## src/hw/rtl/qrs_pkg.sv

```systemverilog
// Shared types and constants of the quadratic root solver.
// No dependencies; every other file of the block imports this package.
`timescale 1ns / 1ps

package qrs_pkg;

	localparam int VAL_W         = 32;
	localparam int FRAC_BITS_DEF = 16;

	// square root result width and radicand width
	localparam int SQ_W  = VAL_W + 1;
	localparam int RAD_W = 2 * SQ_W;
	// divisor and dividend magnitude widths
	localparam int DEN_W = VAL_W + 1;
	localparam int NUM_W = VAL_W + 2;

	typedef enum logic [2:0] {
		KIND_NONE    = 3'd0,
		KIND_LINEAR  = 3'd1,
		KIND_TWO     = 3'd2,
		KIND_DOUBLE  = 3'd3,
		KIND_COMPLEX = 3'd4
	} kind_t;

	typedef struct packed {
		logic signed [VAL_W-1:0] coef_a;
		logic signed [VAL_W-1:0] coef_b;
		logic signed [VAL_W-1:0] coef_c;
	} in_beat_t;

	typedef struct packed {
		logic [2:0]              root_kind;
		logic signed [VAL_W-1:0] first_value;
		logic signed [VAL_W-1:0] second_value;
		logic                    saturated;
	} out_beat_t;

	// carried alongside the square root chain
	typedef struct packed {
		kind_t                   kind;
		logic signed [VAL_W-1:0] a;
		logic signed [VAL_W-1:0] b;
		logic signed [VAL_W-1:0] c;
	} sq_side_t;

	// carried alongside the divider chain
	typedef struct packed {
		kind_t kind;
		logic  use1;
		logic  use2;
		logic  neg1;
		logic  neg2;
	} dv_side_t;

	function automatic logic [VAL_W-1:0] mag_f(input logic signed [VAL_W-1:0] v);
		logic [VAL_W-1:0] r;
		r = v[VAL_W-1] ? (~v + 1'b1) : v;
		return r;
	endfunction

endpackage

```

## src/hw/rtl/qrs_sqrt_cell.sv

```systemverilog
// One cell of the square root chain: retires one root bit per cycle
// while en is high. Depends on qrs_pkg.
`timescale 1ns / 1ps

module qrs_sqrt_cell import qrs_pkg::*; (
	input  logic              clk,
	input  logic              arst_n,
	input  logic              en,
	input  logic              valid,
	input  logic [SQ_W+1:0]   rem,
	input  logic [SQ_W-1:0]   root,
	input  logic [RAD_W-1:0]  rad,
	input  sq_side_t          side,
	output logic              valid_q,
	output logic [SQ_W+1:0]   rem_q,
	output logic [SQ_W-1:0]   root_q,
	output logic [RAD_W-1:0]  rad_q,
	output sq_side_t          side_q
);

	logic [SQ_W+3:0] rem_x;
	logic [SQ_W+3:0] trial;
	logic [SQ_W+3:0] diff;
	logic            ge;

	always_comb begin
		rem_x = {rem, rad[RAD_W-1 -: 2]};
		trial = {2'b00, root, 2'b01};
		diff  = rem_x - trial;
		ge    = rem_x >= trial;
	end

	always_ff @(posedge clk or negedge arst_n) begin
		if (!arst_n) begin
			valid_q <= 1'b0;
		end else if (en) begin
			valid_q <= valid;
		end
	end

	always_ff @(posedge clk) begin
		if (en) begin
			rem_q  <= ge ? diff[SQ_W+1:0] : rem_x[SQ_W+1:0];
			root_q <= {root[SQ_W-2:0], ge};
			rad_q  <= {rad[RAD_W-3:0], 2'b00};
			side_q <= side;
		end
	end

endmodule

```

## config.mk

```make
export PLATFORM = sky130hd
export DESIGN_NAME = qrs_sqrt_cell
export DESIGN_NICKNAME = d
export VERILOG_FILES = /design/src/hw/rtl/qrs_pkg.sv /design/src/hw/rtl/qrs_sqrt_cell.sv
export SDC_FILE = /design/constraint.sdc
export NUM_CORES = 1
export LEC_CHECK = 0
export BUFFER_PORTS_ARGS = -buffer_cell sky130_fd_sc_hd__buf_2
export CAP_MARGIN = 25
export CELL_PAD_IN_SITES_DETAIL_PLACEMENT = 1
export CELL_PAD_IN_SITES_GLOBAL_PLACEMENT = 1
export CORE_AREA = 2 2 182 184
export DETAILED_ROUTE_END_ITERATION = 12
export DIE_AREA = 0 0 184 186
export GPL_TIMING_DRIVEN = 1
export PLACE_DENSITY = 0.77
export RECOVER_POWER = 25
export REMOVE_ABC_BUFFERS = 1
export SLEW_MARGIN = 20
export SYNTH_ARGS = -nofsm -noshare
export SYNTH_HDL_FRONTEND = slang
export SYNTH_SLANG_ARGS = --single-unit
```

## constraint.sdc

```tcl
create_clock -name clk -period 0.8 [get_ports clk]
set_input_delay 0.12 -clock clk [delete_from_list [all_inputs] [get_ports clk]]
set_output_delay 0.12 -clock clk [all_outputs]
set_load 0.05 [all_outputs]
```

## Yosys cells after proc, flatten, opt, wreduce, memory -nomap -nowiden

Cells that the tools add are included.

| word-level totals | value |
|---|---|
| bits in registers | 232 |
| logic and storage cells | 11 |
| output and inout port bits | 234 |

| cells by class | value |
|---|---|
| magnitude comparators | 1 |
| muxes and demuxes | 1 |
| add/sub/neg operators | 1 |

Operator list:

| cell | count |
|---|---|
| greater-or-equal comparator 37 x 35 -> 1 bit | 1 |
| two-way mux 35 bit | 1 |
| subtractor 35 bit | 1 |

## Depth between registers and ports, before layout

| depth | value |
|---|---|
| word-level depth | 2 |
| gate-level depth with buffers | 13 |
| gate-level depth less buffers | 10 |

## Worst setup path after synthesis

Ideal clock, no wire load.

| path | value |
|---|---|
| kind | input to register |
| from | input root[4] |
| to | register rem_q[10], data pin |
| cell stages on the path | 12 |
| library setup time | 0.260 ns |
| arrival | 2.442 ns |
| data required time | 0.540 ns |
| path buffers | 2 |
| setup slack | -1.903 ns |
| cell sequence | inv_1 ha_1 o21a_1 o211ai_2 a311oi_1 nor4_2 a2111oi_2 o21a_2 o211a_1 buf_6 buf_12 mux2_4 |

| on the way | value |
|---|---|
| cells in the longest elaborated chain, start to end | 2 |

RTL lines:

| element | RTL line | source |
|---|---|---|
| from (decl) | qrs_sqrt_cell.sv:11 | `input logic [SQ_W-1:0] root,` |
| subtractor 35 bit / greater-or-equal comparator 37 x 35 -> 1 bit (equally long branches) | qrs_sqrt_cell.sv:29, qrs_sqrt_cell.sv:30 |  |
| two-way mux 35 bit (*) | qrs_sqrt_cell.sv:43 | `rem_q <= ge ? diff[SQ_W+1:0] : rem_x[SQ_W+1:0];` |
| to (signal assigned) | qrs_sqrt_cell.sv:43 |  |
| to (decl) | qrs_sqrt_cell.sv:15 | `output logic [SQ_W+1:0] rem_q,` |

Every way passes the cells marked *; elsewhere a longest branch is shown, timed or not.
A chain may end at the register's enable or synchronous reset.

## Worst setup path after layout

| path | value |
|---|---|
| from | input root[6] |
| to | register rem_q[22], data pin |

The elaborated chain is that of the path after synthesis.

==> summary.md <==
| Metric | Value |
|---|---|
| Post-synthesis sequential area ratio | 72.3% |
| CTS buffer count | 27 |
| Area growth from synthesis to final layout | 93.2% |
| Die height | 186 um |
| Initial antenna violation count | 6 |
| Root buf cell | clkbuf_16 |
| Pleak | 8.20 nW |
| DR iter-0 viols | 498 |
| First-pass GRT wire length | 67.5 mm |
| Reg2Reg Depth | 1 |
| Syn avg cell area | 16.4 sq um |
| Cell Area, Synth | 9640 sq um |
| Setup crit end | rem_q[22]$_DFFE_PP_ |
| Critical Path Max Stage Delay | 320 ps |
| Commonest non-fill, non-tap cell in the layout | buf_6 |
| Final #Nets | 1719 |
| Hpwl dp | 27.3 mm |
| Reg area | 6960 sq um |
| Reg-to-reg slack, setup | 30 ps |
| Row cnt | 66 |
| CP arrival | 2650 ps |
| Sink Count | 232 |
| Reg2reg start | valid_q$_DFFE_PN0P_ |
| Crit path cell chain | buf_2 > inv_1 > ha_1 > buf_4 > a21oi_2 > nor2_1 > nor4_4 > a2111oi_4 > o21a_2 > o211a_4 > buf_12 > buf_12 > mux2_4 |
| Fraction of layout cells with a size suffix above 1 | 51.2% |
| WL final | 48.6 mm |
| Post-synth cell types | 58 |
| Tcrit/Tclk final | 297% |
| Critical path type | input port to flip-flop |
| Final ANT Viol Nets | 0 |
| CTS tree | built |
| Peak supply drop | 1.59 mV |
| Critical-path top delay cell | ha_1 |
| Max Buffers Root-to-Sink | 3 |
| Ys async rst share | 0.431% |
| Vias in the first global route | 10153 |
| Critical Path RT | 1070 ps |
| Clk_lat worst skew | 520 ps |
| Die Width | 184 um |
| DR WL/cell | 25.8 um |
| Clock skew | 0 ps |
| Drt drc | 0 |
| Final Util | 57.8% |
| GR Util All Layers | 27.2% |
| Reg2reg end | valid_q$_DFFE_PN0P_ |
| Post-synthesis instance total | 589 |
| Worst-path clk slew | 60 ps |
| DR vias/cell | 4.83 |
| IO buf count | 468 |
| Multi-input gate area | 2780 sq um |
| Synthesis Warnings | 0 |
| Worst slew margin | 49.5% |
| Critical Path Sink Type | flip-flop |
| Crit path time final | 2380 ps |
| CP most frequent cell | buf_12 |
| Critical path depth | 13 |
| Outcome | finished with violations |
| H-tree depth | 1 |
| Worst Tran Pin Value | 758 ps |
| Filler Cells Inserted | 3194 |
| Max Fclk | 421 MHz |
| Kind of cell adding the most delay to the critical path | compound AO/OA/AOI/OAI gates |
| Hold Path Class | input port to flip-flop |
| Core Area | 32200 sq um |
| Total number of vias | 9090 |
| Synth Flop Type | edfxtp_1 |
| Synthesized flop and latch total | 232 |
| Hold_ws | -9.44 ps |
| CP Buf/Inv Count | 5 |
| Final Max Tran Viols | 0 |
| Failing checks | hold timing, setup timing |
| Crit path from | root[6] |
| Ports | 471 |
| Endpoints failing setup | 358 |
| Startpoint Class | input port |
| Most frequent cells in the layout | buf_6 (236), edfxtp_1 (231), buf_2 (228) |
| Cts hold-fix bufs | 221 |
| Global placement routability congestion | 0.900 |
| Post-route setup slack | -1580 ps |
| Grt total ovfl | 0 |
| EDFF count, synth | 231 |
| Max FO, Critical Path | 5 |
| Power per Cell Area | 2150 nW/um^2 |
| Largest net degree at the start of global routing | 35 |
| Starting Density | 29.9% |
| Setup TNS | -156720 ps |
| Total die area | 34200 sq um |
| RSZ-0062 raised after global routing | yes |
| Hold Vio Cnt, Final | 3 |
| Pre-antenna DRT Iters | 5 |
| Max-Cap Viols | 0 |
[state kept, by name, summed over array words and instances, names as in the netlist]
name and flops:
rem_q 35, rad_q 64, root_q 33, side_q 99
valid_q 1
[what timing repair did]
action                     in CTS  in global routing
buffers inserted                8                  7
gates resized for setup       503                 44
pin swaps                      19                 28
hold endpoints to repair      227                  4
setup endpoints to repair     268                268
cloned                          4                  0
[cells by family after synthesis]
kind of cell | after synthesis | synth area share (%)
flip-flops | 232 | 72.3
AO/OA/AOI/OAI | 107 | 7.77
AND/OR/NAND/NOR | 87 | 4.40
buffers and inverters | 59 | 2.97
adder cells (fa/ha/maj) | 35 | 4.54
multiplexers | 35 | 5.03
XOR/XNOR | 33 | 3.00
other | 1 | 0.0389
[cell usage after synthesis (all sizes together), types with 3 or more instances]
cell | count | area share [%]
a21o | 26 | 2.0
a21oi | 30 | 1.6
a31o | 4 | 0.36
and3 | 4 | 0.26
buf | 8 | 0.99
clkbuf | 10 | 0.39
edfxtp | 231 | 72
ha | 35 | 4.5
inv | 41 | 1.6
mux2 | 32 | 4.7
mux2i | 3 | 0.31
nand2 | 25 | 0.97
nand3 | 9 | 0.47
nand4 | 8 | 0.52
nor2 | 22 | 0.86
nor2b | 4 | 0.26
nor4 | 3 | 0.26
o211ai | 3 | 0.34
o21a | 4 | 0.32
o21ai | 13 | 0.68
o21bai | 3 | 0.23
o221ai | 4 | 0.36
xnor2 | 19 | 1.7
xor2 | 14 | 1.3
[routing by layer]
metal | vias to the layer above | track usage (%) | part of all wire [%]
li1 | 3979 | - | -
met3 | 152 | 6.05 | 6.6
met2 | 436 | 51.4 | 53
met4 | 0 | 13.7 | 5.7
met5 | - | 0 | 0
met1 | 4523 | 28.1 | 34
[worst min-delay path by stage]
stage                 start             endpoint  slack [ps]  cells after the start
floorplan            arst_n  valid_q$_DFFE_PN0P_        -180                      0
global placement     arst_n  valid_q$_DFFE_PN0P_        -100                      1
detailed placement   arst_n  valid_q$_DFFE_PN0P_         -90                      1
CTS                 rem[10]  rem_q[12]$_DFFE_PP_         -60                      3
global route         rem[8]  rem_q[10]$_DFFE_PP_         -20                      3
finish               rem[8]  rem_q[10]$_DFFE_PP_          -9                      3
[through the flow]
| stage | setup WS, ps | instances | cell area (sq um) | power (mW) |
|---|---|---|---|---|
| final | -1580 | 1883 | 18600 | 40.0 |
| after floorplan | -2680 | 572 | 9510 | 21.4 |
| after global placement | -2180 | 1591 | 13600 | 24.8 |
| after CTS | -1420 | 1872 | 18400 | 39.3 |
| after detailed placement | -2250 | 1591 | 13600 | 25.0 |
| after global routing | -1600 | 1881 | 18600 | 41.2 |
[power by group]
part	internal (mW)	total (mW)	switching [mW]
registers	14.8	15.5	0.714
logic	5.54	13.0	7.46
clock network	6.20	11.5	5.30
[layout make-up]
| class | instances | share of cell area [%] |
|---|---|---|
| timing repair buffer | 846 | 39.7 |
| sequential | 232 | 37.4 |
| multi-input combinational | 299 | 14.9 |
| clock buffer | 30 | 3.69 |
| tap | 408 | 2.74 |
| inverter | 41 | 0.867 |
| clock inverter | 20 | 0.598 |
| antenna | 7 | 0.0941 |
[tightest hold or removal path, delay by kind of cell]
kind	cells	cell delay, ps
buffers and inverters	2	180
muxes	1	120
Power figures use the tool's default switching activity.
