$ cat config.mk
export PLATFORM = sky130hd
export DESIGN_NAME = qrs_div_cell
export DESIGN_NICKNAME = d
export VERILOG_FILES = /design/src/hw/rtl/qrs_pkg.sv /design/src/hw/rtl/qrs_div_cell.sv
export SDC_FILE = /design/constraint.sdc
export NUM_CORES = 1
export LEC_CHECK = 0
export BUFFER_PORTS_ARGS = -buffer_cell sky130_fd_sc_hd__buf_2
export CORE_AREA = 5 5 238 240
export CTS_BUF_LIST = sky130_fd_sc_hd__clkbuf_2 sky130_fd_sc_hd__clkbuf_4 sky130_fd_sc_hd__clkbuf_8
export CTS_CLUSTER_SIZE = 12
export DETAILED_ROUTE_END_ITERATION = 6
export DIE_AREA = 0 0 243 245
export PLACE_DENSITY = 0.55
export SYNTH_ARGS = -nofsm -noshare
export SYNTH_HDL_FRONTEND = slang
export SYNTH_SLANG_ARGS = --single-unit
export TNS_END_PERCENT = 5
$ cat constraint.sdc
create_clock -name clk -period 0.8 [get_ports clk]
set_input_delay 0.16 -clock clk [delete_from_list [all_inputs] [get_ports clk]]
set_output_delay 0.16 -clock clk [all_outputs]
set_load 0.02 [all_outputs]
$ cat src/hw/rtl/qrs_pkg.sv
// Shared types and constants of the quadratic root solver.
// No dependencies; every other file of the block imports this package.
`timescale 1ns / 1ps

package qrs_pkg;

	localparam int VAL_W         = 32;
	localparam int FRAC_BITS_DEF = 16;

	// square root result width and radicand width
	localparam int SQ_W  = VAL_W + 1;
	localparam int RAD_W = 2 * SQ_W;
	// divisor and dividend magnitude widths
	localparam int DEN_W = VAL_W + 1;
	localparam int NUM_W = VAL_W + 2;

	typedef enum logic [2:0] {
		KIND_NONE    = 3'd0,
		KIND_LINEAR  = 3'd1,
		KIND_TWO     = 3'd2,
		KIND_DOUBLE  = 3'd3,
		KIND_COMPLEX = 3'd4
	} kind_t;

	typedef struct packed {
		logic signed [VAL_W-1:0] coef_a;
		logic signed [VAL_W-1:0] coef_b;
		logic signed [VAL_W-1:0] coef_c;
	} in_beat_t;

	typedef struct packed {
		logic [2:0]              root_kind;
		logic signed [VAL_W-1:0] first_value;
		logic signed [VAL_W-1:0] second_value;
		logic                    saturated;
	} out_beat_t;

	// carried alongside the square root chain
	typedef struct packed {
		kind_t                   kind;
		logic signed [VAL_W-1:0] a;
		logic signed [VAL_W-1:0] b;
		logic signed [VAL_W-1:0] c;
	} sq_side_t;

	// carried alongside the divider chain
	typedef struct packed {
		kind_t kind;
		logic  use1;
		logic  use2;
		logic  neg1;
		logic  neg2;
	} dv_side_t;

	function automatic logic [VAL_W-1:0] mag_f(input logic signed [VAL_W-1:0] v);
		logic [VAL_W-1:0] r;
		r = v[VAL_W-1] ? (~v + 1'b1) : v;
		return r;
	endfunction

endpackage

$ cat src/hw/rtl/qrs_div_cell.sv
// One cell of the dual divider chain: one quotient bit per lane per cycle
// while en is high. Depends on qrs_pkg; both lanes share one divisor.
`timescale 1ns / 1ps

module qrs_div_cell import qrs_pkg::*; #(
	parameter int ND_W = NUM_W + FRAC_BITS_DEF
) (
	input  logic              clk,
	input  logic              arst_n,
	input  logic              en,
	input  logic              valid,
	input  logic [DEN_W-1:0]  dm,
	input  dv_side_t          side,
	input  logic [DEN_W-1:0]  rem1,
	input  logic [DEN_W-1:0]  rem2,
	input  logic [ND_W-1:0]   dvd1,
	input  logic [ND_W-1:0]   dvd2,
	input  logic [ND_W-1:0]   quo1,
	input  logic [ND_W-1:0]   quo2,
	output logic              valid_q,
	output logic [DEN_W-1:0]  dm_q,
	output dv_side_t          side_q,
	output logic [DEN_W-1:0]  rem1_q,
	output logic [DEN_W-1:0]  rem2_q,
	output logic [ND_W-1:0]   dvd1_q,
	output logic [ND_W-1:0]   dvd2_q,
	output logic [ND_W-1:0]   quo1_q,
	output logic [ND_W-1:0]   quo2_q
);

	logic [DEN_W:0] t1, t2, d1, d2;
	logic           ge1, ge2;

	always_comb begin
		t1  = {rem1, dvd1[ND_W-1]};
		t2  = {rem2, dvd2[ND_W-1]};
		d1  = t1 - {1'b0, dm};
		d2  = t2 - {1'b0, dm};
		ge1 = t1 >= {1'b0, dm};
		ge2 = t2 >= {1'b0, dm};
	end

	always_ff @(posedge clk or negedge arst_n) begin
		if (!arst_n) begin
			valid_q <= 1'b0;
		end else if (en) begin
			valid_q <= valid;
		end
	end

	always_ff @(posedge clk) begin
		if (en) begin
			dm_q   <= dm;
			side_q <= side;
			rem1_q <= ge1 ? d1[DEN_W-1:0] : t1[DEN_W-1:0];
			rem2_q <= ge2 ? d2[DEN_W-1:0] : t2[DEN_W-1:0];
			dvd1_q <= {dvd1[ND_W-2:0], 1'b0};
			dvd2_q <= {dvd2[ND_W-2:0], 1'b0};
			quo1_q <= {quo1[ND_W-2:0], ge1};
			quo2_q <= {quo2[ND_W-2:0], ge2};
		end
	end

endmodule

# Word level (Yosys, flattened, before mapping)
# Index checks and enable logic that the tools add are counted.
word_totals:
  register_bits: 305
  input_bits: 310
  out_inout_bits: 307
  word_cells: 19
classes:
  add_sub_neg: 2
  n_lt_le_gt_ge: 2
  n_mux: 2
op_table:
  columns: ["op", "count"]
  rows:
  - [">= comparator 34 x 33 -> 1 bit", 2]
  - ["2-to-1 mux 33 bit", 2]
  - ["subtractor 33 bit", 2]

# Depth between registers and ports, before layout
# Gate-level depths: netlist (run 1).
depth:
  word_depth: 2
  ltp_mapped: 14
  depth_no_buf: 13

# Least setup slack after synthesis (run 1)
# OpenSTA, ideal clock, no wires.
synth_timing:
  kind: "in2reg"
  from: "input dvd2[49]"
  to: "register rem2_q[10] (data pin)"
  setup_ns: 0.262
  t_arrival_ns: 2.943
  t_required_ns: 0.538
  setup_slack_ns: -2.405
  stages: 14
  n_path_buf: 1
  path_cell_list: "inv_1 > ha_1 > inv_1 > fa_1 > a211oi_2 > o21ai_0 > a21o_1 > a41oi_2 > o21ai_1 > a221o_2 > a31oi_4 > o311ai_4 > buf_6 > mux2_1"
synth_between:
  elab_chain_len: 2
  elab_cells_between_ends: 3
  cone_classes: "add/sub (1); order compare (1); mux (1)"
synth_lines:
  columns: ["element", "line", "text"]
  rows:
  - ["from (decl)", "qrs_div_cell.sv:17", "input logic [ND_W-1:0] dvd2,"]
  - ["subtractor 33 bit / >= comparator 34 x 33 -> 1 bit (equally long branches)", "qrs_div_cell.sv:38, qrs_div_cell.sv:40", null]
  - ["2-to-1 mux 33 bit (*)", "qrs_div_cell.sv:56", "rem2_q <= ge2 ? d2[DEN_W-1:0] : t2[DEN_W-1:0];"]
  - ["to (signal assigned)", "qrs_div_cell.sv:56", null]
  - ["to (decl)", "qrs_div_cell.sv:24", "output logic [DEN_W-1:0] rem2_q,"]
# Mark *: on every way between the ends. The rest lies on a longest branch, timed or not.
# A chain may end at the register's enable or synchronous reset.

# Worst setup path in the final report (run 1)
layout_timing:
  from: "input dvd2[49]"
  to: "register rem2_q[28] (data pin)"
# Same word-level chain as after synthesis.

==> impl_metrics.csv, run 1 <==
group,metric,value,unit
outcome,outcome,"finished, violations left",
outcome,violations,"hold timing, setup timing",
critical_path,critPathCapture,"rem2_q[28]",
timing,worst_slew_pin_slew,0.509,ns
grt,antenna_found_initial,10,
floorplan,initial_core_util,25.3,%
clocking,cts_tree,"done",
clocking,htreeDepth,2,
floorplan,ioPinCount,617,
power,finalPower,48.9,mW
power,p_int,34.6,mW
timing,layout_worst_path_cycle_share,340,%
power,combPwrFrac,27.5,%
critical_path,arrival,3.09,ns
yosys,yosysSeqAreaShare,66.4,%
clocking,clock_latency,0.61,ns
clocking,cts_sinks,305,
grt,track_usage,19.2,%
yosys,yosysWarnings,0,
timing,final_hold_viol_count,2,
timing,hold_ws,-0.260,ns
critical_path,critical_path_class,"in -> reg",
final_layout,layout_common_cells,"523 x buf_2, 304 x edfxtp_1, 304 x dlygate4sd3_1",
floorplan,rows,86,
final_layout,syn2layout_area_growth,81.1,%
job,maxCapViolCount,0,
timing,rsz0062_at_grt,"true",
timing,setup_viol,374,
place,hpwl,45.8,mm
grt,busiest_layer,"met2",
grt,grt_pass1_vias,13900,
clocking,cts.clk_slew.worst_paths,0.07,ns
timing,tns,-279.54,ns
grt,grt.overflow.total,0,
critical_path,cp-end-kind,"flop",
place,place_congestion,0.937,
grt,grt_pass1_wl,87.2,mm
detailed_routing,via_per_inst,4.43,
yosys,async_flop_share,0.328,%
critical_path,crit_path_max_fanout,8,
detailed_routing,drt_first_pass_iters,5,
place,port_buffers,612,
power,power.switching,14.3,mW
grt,use_met3,5.62,%
critical_path,start_kind,"primary input",
critical_path,r2r_end,"valid_q",
power,p_leak,11.2,nW
critical_path,reg2reg_depth,1,
yosys,synth_edf_count,304,
clocking,numCtsBuffers,53,
timing,slew_headroom,65.8,%
power,p_clk_share,31.4,%
clocking,clockRootBuffer,"clkbuf_8",
grt,gr-usage-met1,21.4,%
yosys,postSynthCellCount,904,
hold_path,hold_path.class,"in -> reg",
hold_path,hold_start,"dm[0]",
timing,fmax,368,MHz
critical_path,crit_start,"dvd2[49]",
power,powerDensity,1960,nW/um^2
power,ir_drop,1.51,mV
timing,fin_ws,-1.92,ns
final_layout,layout.nets,2522,
critical_path,ff2ff_setup_slack,0,ns
yosys,synthFlopType,"edfxtp_1",
critical_path,rr_startpoint,"valid_q",
yosys,syn_area,13800,um^2
detailed_routing,final_antenna_net_count,0,
timing,min_period,2.72,ns
grt,grt_start_max_net_pins,35,
yosys,synth_cell_types,70,
detailed_routing,drt_iter0_drc,577,
floorplan,fp.dieH,245,um
power,swShare,29.2,%
detailed_routing,drc,0,
critical_path,crit_required,1.17,ns
floorplan,fp.dieW,243,um
timing,final_max_slew_viol_count,0,
detailed_routing,num_vias,12800,
detailed_routing,routed_wl,60.2,mm
final_layout,final_common_cell,"buf_2",
yosys,postSynthAreaPerCell,15.2,um^2
power,p_seq_share,41.1,%
yosys,synth-seq-cells,305,
final_layout,drive_above_1_share,50.2,%
floorplan,dieArea,59500,um^2
clocking,clockBufferDepth,3,
timing,skew,0,ns
grt,globalRouteMet2Util,33.9,%
floorplan,core,54400,um^2
detailed_routing,post_drt_wl_per_cell,20.8,um
logic make-up after synthesis:
group / synth area share [%]
AOI/OAI and AO/OA: 9.45
and+or+nand+nor: 5.47
xor gates and xnor gates: 3.75
DFF: 66.4
muxes: 6.08
other: 0.0272
buffers and inverters: 2.50
adders and majority gates: 6.28
through the flow:
stage	setup WS, ns	instance area, um^2	std cells	utilization, %
2_1_floorplan	-2.23	13900	905	-
3_5_place_dp	-2.69	20000	2478	36.7
3_3_place_gp	-2.68	20000	2478	36.7
5_1_grt	-1.98	24900	2894	45.8
4_1_cts	-1.88	24700	2889	45.4
6_report	-1.92	24900	2894	45.8
cell usage after synthesis, types with 8 or more instances:
master / number / area [um^2]
edfxtp_1: 304 / 9130
nand4_1: 18 / 113
a211oi_1: 9 / 67.6
a21oi_1: 44 / 220
xnor2_1: 34 / 298
nor2_1: 30 / 113
nor3_1: 12 / 60.1
clkbuf_1: 9 / 33.8
inv_1: 52 / 195
nand3_1: 12 / 60.1
a21o_1: 31 / 233
o21bai_1: 11 / 82.6
ha_1: 66 / 826
o21ai_0: 29 / 145
nor2b_1: 8 / 50.1
mux2_2: 25 / 282
mux2_1: 12 / 135
mux2_4: 26 / 390
nand2_1: 39 / 146
xor2_1: 25 / 219
final cells by class:
cell class	count	area [um^2]
Inverter	52	220
Sequential cell	305	9150
Clock buffer	68	873
Antenna cell	3	7.51
Timing Repair Buffer	1207	9020
Clock inverter	30	253
Fill cell	4907	29500
Tap cell	704	881
Multi-Input combinational cell	525	4540
repair_timing:
action                                 4_1_cts  5_1_grt
hold buffers                               303        2
pin swaps                                   16       15
endpoints found under the hold margin      305        3
setup endpoints to repair                  373      375
cloned                                       2        0
resized for setup                          152       62
buffers inserted                             8        3
per-layer routing:
metal	up-vias	part of all wire, %
li1	5979	-
met1	6179	37
met2	500	51
met3	136	6.9
met4	12	4.8
met5	-	0.13
state kept, by name, summed over array words and instances (netlist names):
| register | count |
|---|---|
| dvd2_q | 49 |
| quo2_q | 50 |
| rem1_q | 33 |
| valid_q | 1 |
| side_q | 7 |
| quo1_q | 50 |
| dm_q | 33 |
| rem2_q | 33 |
| dvd1_q | 49 |
worst min-delay path by stage:
stage | slack, ns | depth (start not counted) | to
after floorplan | -0.14 | 0 | valid_q
after global placement | -0.06 | 1 | valid_q
after detailed placement | -0.06 | 1 | valid_q
after CTS | -0.29 | 1 | dm_q[0]
after global routing | -0.30 | 1 | dm_q[0]
final | -0.26 | 1 | dm_q[0]
power groups by stage:
stage,combinational (mW),sequential (mW),clock [mW]
6_report,13.5,20.1,15.3
3_3_place_gp,11.4,20.3,0
4_1_cts,13.3,20.1,15.8
2_1_floorplan,3.69,22.2,0
5_1_grt,14.3,20.2,16.5
3_5_place_dp,11.5,20.3,0
worst max-delay path, cell delays in order:
cell      delay, ns
buf_8          0.11
inv_12         0.04
ha_4           0.12
inv_2          0.04
fa_2           0.39
a211oi_4       0.24
o21ai_2        0.09
a21o_1         0.23
a41oi_4        0.22
o21ai_2        0.09
a221o_2        0.40
a31oi_4        0.21
o311ai_4       0.17
buf_6          0.16
buf_8          0.13
mux2_2         0.28
No activity file was read; power rests on OpenSTA's default activity.
==> inputs of run 2 (changes only) <==
==> constraint.sdc (replaced) <==
create_clock -name clk -period 0.8 [get_ports clk]
set_input_delay 0.16 -clock clk [delete_from_list [all_inputs] [get_ports clk]]
set_output_delay 0.16 -clock clk [all_outputs]
set_load 0.05 [all_outputs]
==> run 2 against run 1 <==
The run ends with setup timing left. Clock-buffer cell count up 13. Sequential power up 2%. Hold slack better by 0.31 ns. Critical path depth unchanged. Largest cell class is now buffers.
==> impl_metrics.csv, run 2 (same netlist as run 1, synthesis figures left out) <==
group,metric,value,unit
floorplan,fp.dieH,245,um
grt,track_usage,19.9,%
detailed_routing,num_vias,13000,
outcome,violations,"setup timing",
timing,rsz0062_at_grt,"true",
critical_path,r2r_end,"valid_q",
timing,final_hold_viol_count,0,
timing,tns,-286.98,ns
floorplan,core,54400,um^2
clocking,cts_sinks,305,
critical_path,crit_required,1.16,ns
detailed_routing,final_antenna_net_count,0,
clocking,numCtsBuffers,54,
hold_path,hold_path.class,"in -> reg",
place,place_congestion,0.949,
grt,grt.overflow.total,0,
final_layout,layout_common_cells,"305 x dlygate4sd3_1, 304 x edfxtp_1, 301 x buf_2",
grt,grt_start_max_net_pins,34,
detailed_routing,via_per_inst,4.46,
clocking,clockBufferDepth,3,
clocking,clock_latency,0.61,ns
detailed_routing,post_drt_wl_per_cell,21.6,um
final_layout,final_common_cell,"dlygate4sd3_1",
critical_path,crit_start,"dvd2[49]",
final_layout,top_regs,"quo1_q (50), quo2_q (50)",
critical_path,start_kind,"primary input",
critical_path,path_cells,"buf_8 > inv_12 > ha_4 > inv_2 > fa_2 > a211oi_4 > o21ai_2 > a21o_1 > a41oi_4 > o21ai_2 > a221o_2 > a31oi_4 > o311ai_4 > buf_4 > buf_6 > mux2_4",
timing,fmax,364,MHz
clocking,clockRootBuffer,"clkbuf_8",
grt,antenna_found_initial,11,
power,p_leak,12.0,nW
critical_path,cpPeakStageDelay,0.38,ns
timing,skew,0,ns
floorplan,fp.dieW,243,um
floorplan,ioPinCount,617,
critical_path,critical_path_class,"in -> reg",
floorplan,initial_core_util,25.3,%
clocking,cts.clk_slew.worst_paths,0.07,ns
detailed_routing,drt_iter0_drc,652,
timing,hold_ws,0.0485,ns
critical_path,reg2reg_depth,1,
timing,fin_ws,-1.95,ns
grt,grt_pass1_vias,14100,
final_layout,syn2layout_area_growth,97.4,%
clocking,htreeDepth,2,
critical_path,cp_common_cell,"o21ai_2",
critical_path,slowest_stage,"fa_2",
critical_path,rr_startpoint,"valid_q",
critical_path,ff2ff_setup_slack,-0.03,ns
clocking,cts_tree,"done",
detailed_routing,drc,0,
final_layout,layout.nets,2540,
final_layout,multi_input_area,4580,um^2
detailed_routing,drt_first_pass_iters,5,
job,maxCapViolCount,0,
final_layout,nFillCells,4565,
place,port_buffers,612,
final_layout,drive_above_1_share,51.1,%
timing,layout_worst_path_cycle_share,343,%
timing,setup_viol,374,
detailed_routing,routed_wl,63.0,mm
power,powerDensity,2040,nW/um^2
grt,grt_pass1_wl,90.9,mm
floorplan,rows,86,
critical_path,arrival,3.11,ns
timing,min_period,2.75,ns
floorplan,dieArea,59500,um^2
power,ir_drop,1.34,mV
outcome,outcome,"finished, violations left",
critical_path,cp-end-kind,"flop",
critical_path,crit_path_max_fanout,6,
timing,final_max_slew_viol_count,0,
final_layout,seq_area,9150,um^2
critical_path,critPathCapture,"rem2_q[31]",
place,hpwl,45.6,mm
run 2: changes by cell type in the layout (fill, tap and decap cells not counted), sizes merged:
| cell | before | now |
|---|---|---|
| buf | 902 | 917 |
| clkbuf | 68 | 82 |
| clkinv | 24 | 16 |
| diode | 3 | 9 |
| clkinvlp | 2 | 0 |
| bufinv | 4 | 3 |
| dlygate4sd3 | 304 | 305 |
run 2: cell type report:
cell class              instances  share of cell area (%)
repair buffers               1224                    41.1
flip-flops and latches        305                    33.7
multi-input cells             525                    16.9
clock buffers                  81                    3.62
well taps                     704                    3.24
inverters                      52                   0.819
clock inverters                19                   0.635
diodes                          9                  0.0828
run 2: metrics by stage:
step           cell area [um^2]  total power [mW]  instances  worst slack, ns  util (%)
2_1_floorplan             13900              29.4        905            -2.23         -
3_3_place_gp              21100              36.8       2489            -2.67      38.7
3_5_place_dp              21100              36.9       2489            -2.71      38.7
4_1_cts                   26900              55.5       2900            -1.87      49.4
5_1_grt                   27200              57.7       2915            -1.96      49.9
6_report                  27200              55.5       2919            -1.95      50.0
run 2: per-layer routing:
| metal | wire length [um] | part of all wire (%) | vias to the layer above | track usage, % |
|---|---|---|---|---|
| met2 | 33000 | 52 | 527 | 36.4 |
| met4 | 2240 | 3.6 | 6 | 7.06 |
| met1 | 23700 | 38 | 6344 | 22.3 |
| met3 | 4020 | 6.4 | 120 | 5.30 |
| met5 | 44 | 0.070 | - | 0 |
| li1 | - | - | 6010 | - |
run 2: how the worst min path moves through the flow:
stage | from | endpoint | slack [ns] | depth (start not counted)
2_1_floorplan | arst_n | valid_q | -0.14 | 0
3_3_place_gp | arst_n | valid_q | -0.06 | 1
3_5_place_dp | arst_n | valid_q | -0.06 | 1
4_1_cts | dm[0] | dm_q[0] | -0.29 | 1
5_1_grt | dm[0] | rem1_q[0] | 0.004 | 3
6_report | dm[0] | rem1_q[0] | 0.05 | 3
run 2: critical path, delay by kind of cell:
family                     cells  cell delay [ns]
muxes                          1             0.29
buffers and inverters          5             0.49
AOI/OAI and AO/OA              8             1.66
adders and majority gates      2             0.50
run 2: power breakdown:
group	switching, mW	internal [mW]	leakage [nW]
clock network	6.85	8.84	0.620
registers	1.06	19.5	2.99
logic	10.3	8.90	8.39
run 2: what timing repair did:
item                                    CTS  global route
endpoints found under the setup margin  373           638
hold buffers                            303             3
resized for setup                       490            35
buffers inserted                          7             6
pin swaps                                15             6
endpoints found under the hold margin   313             3
gates cloned                              2             2
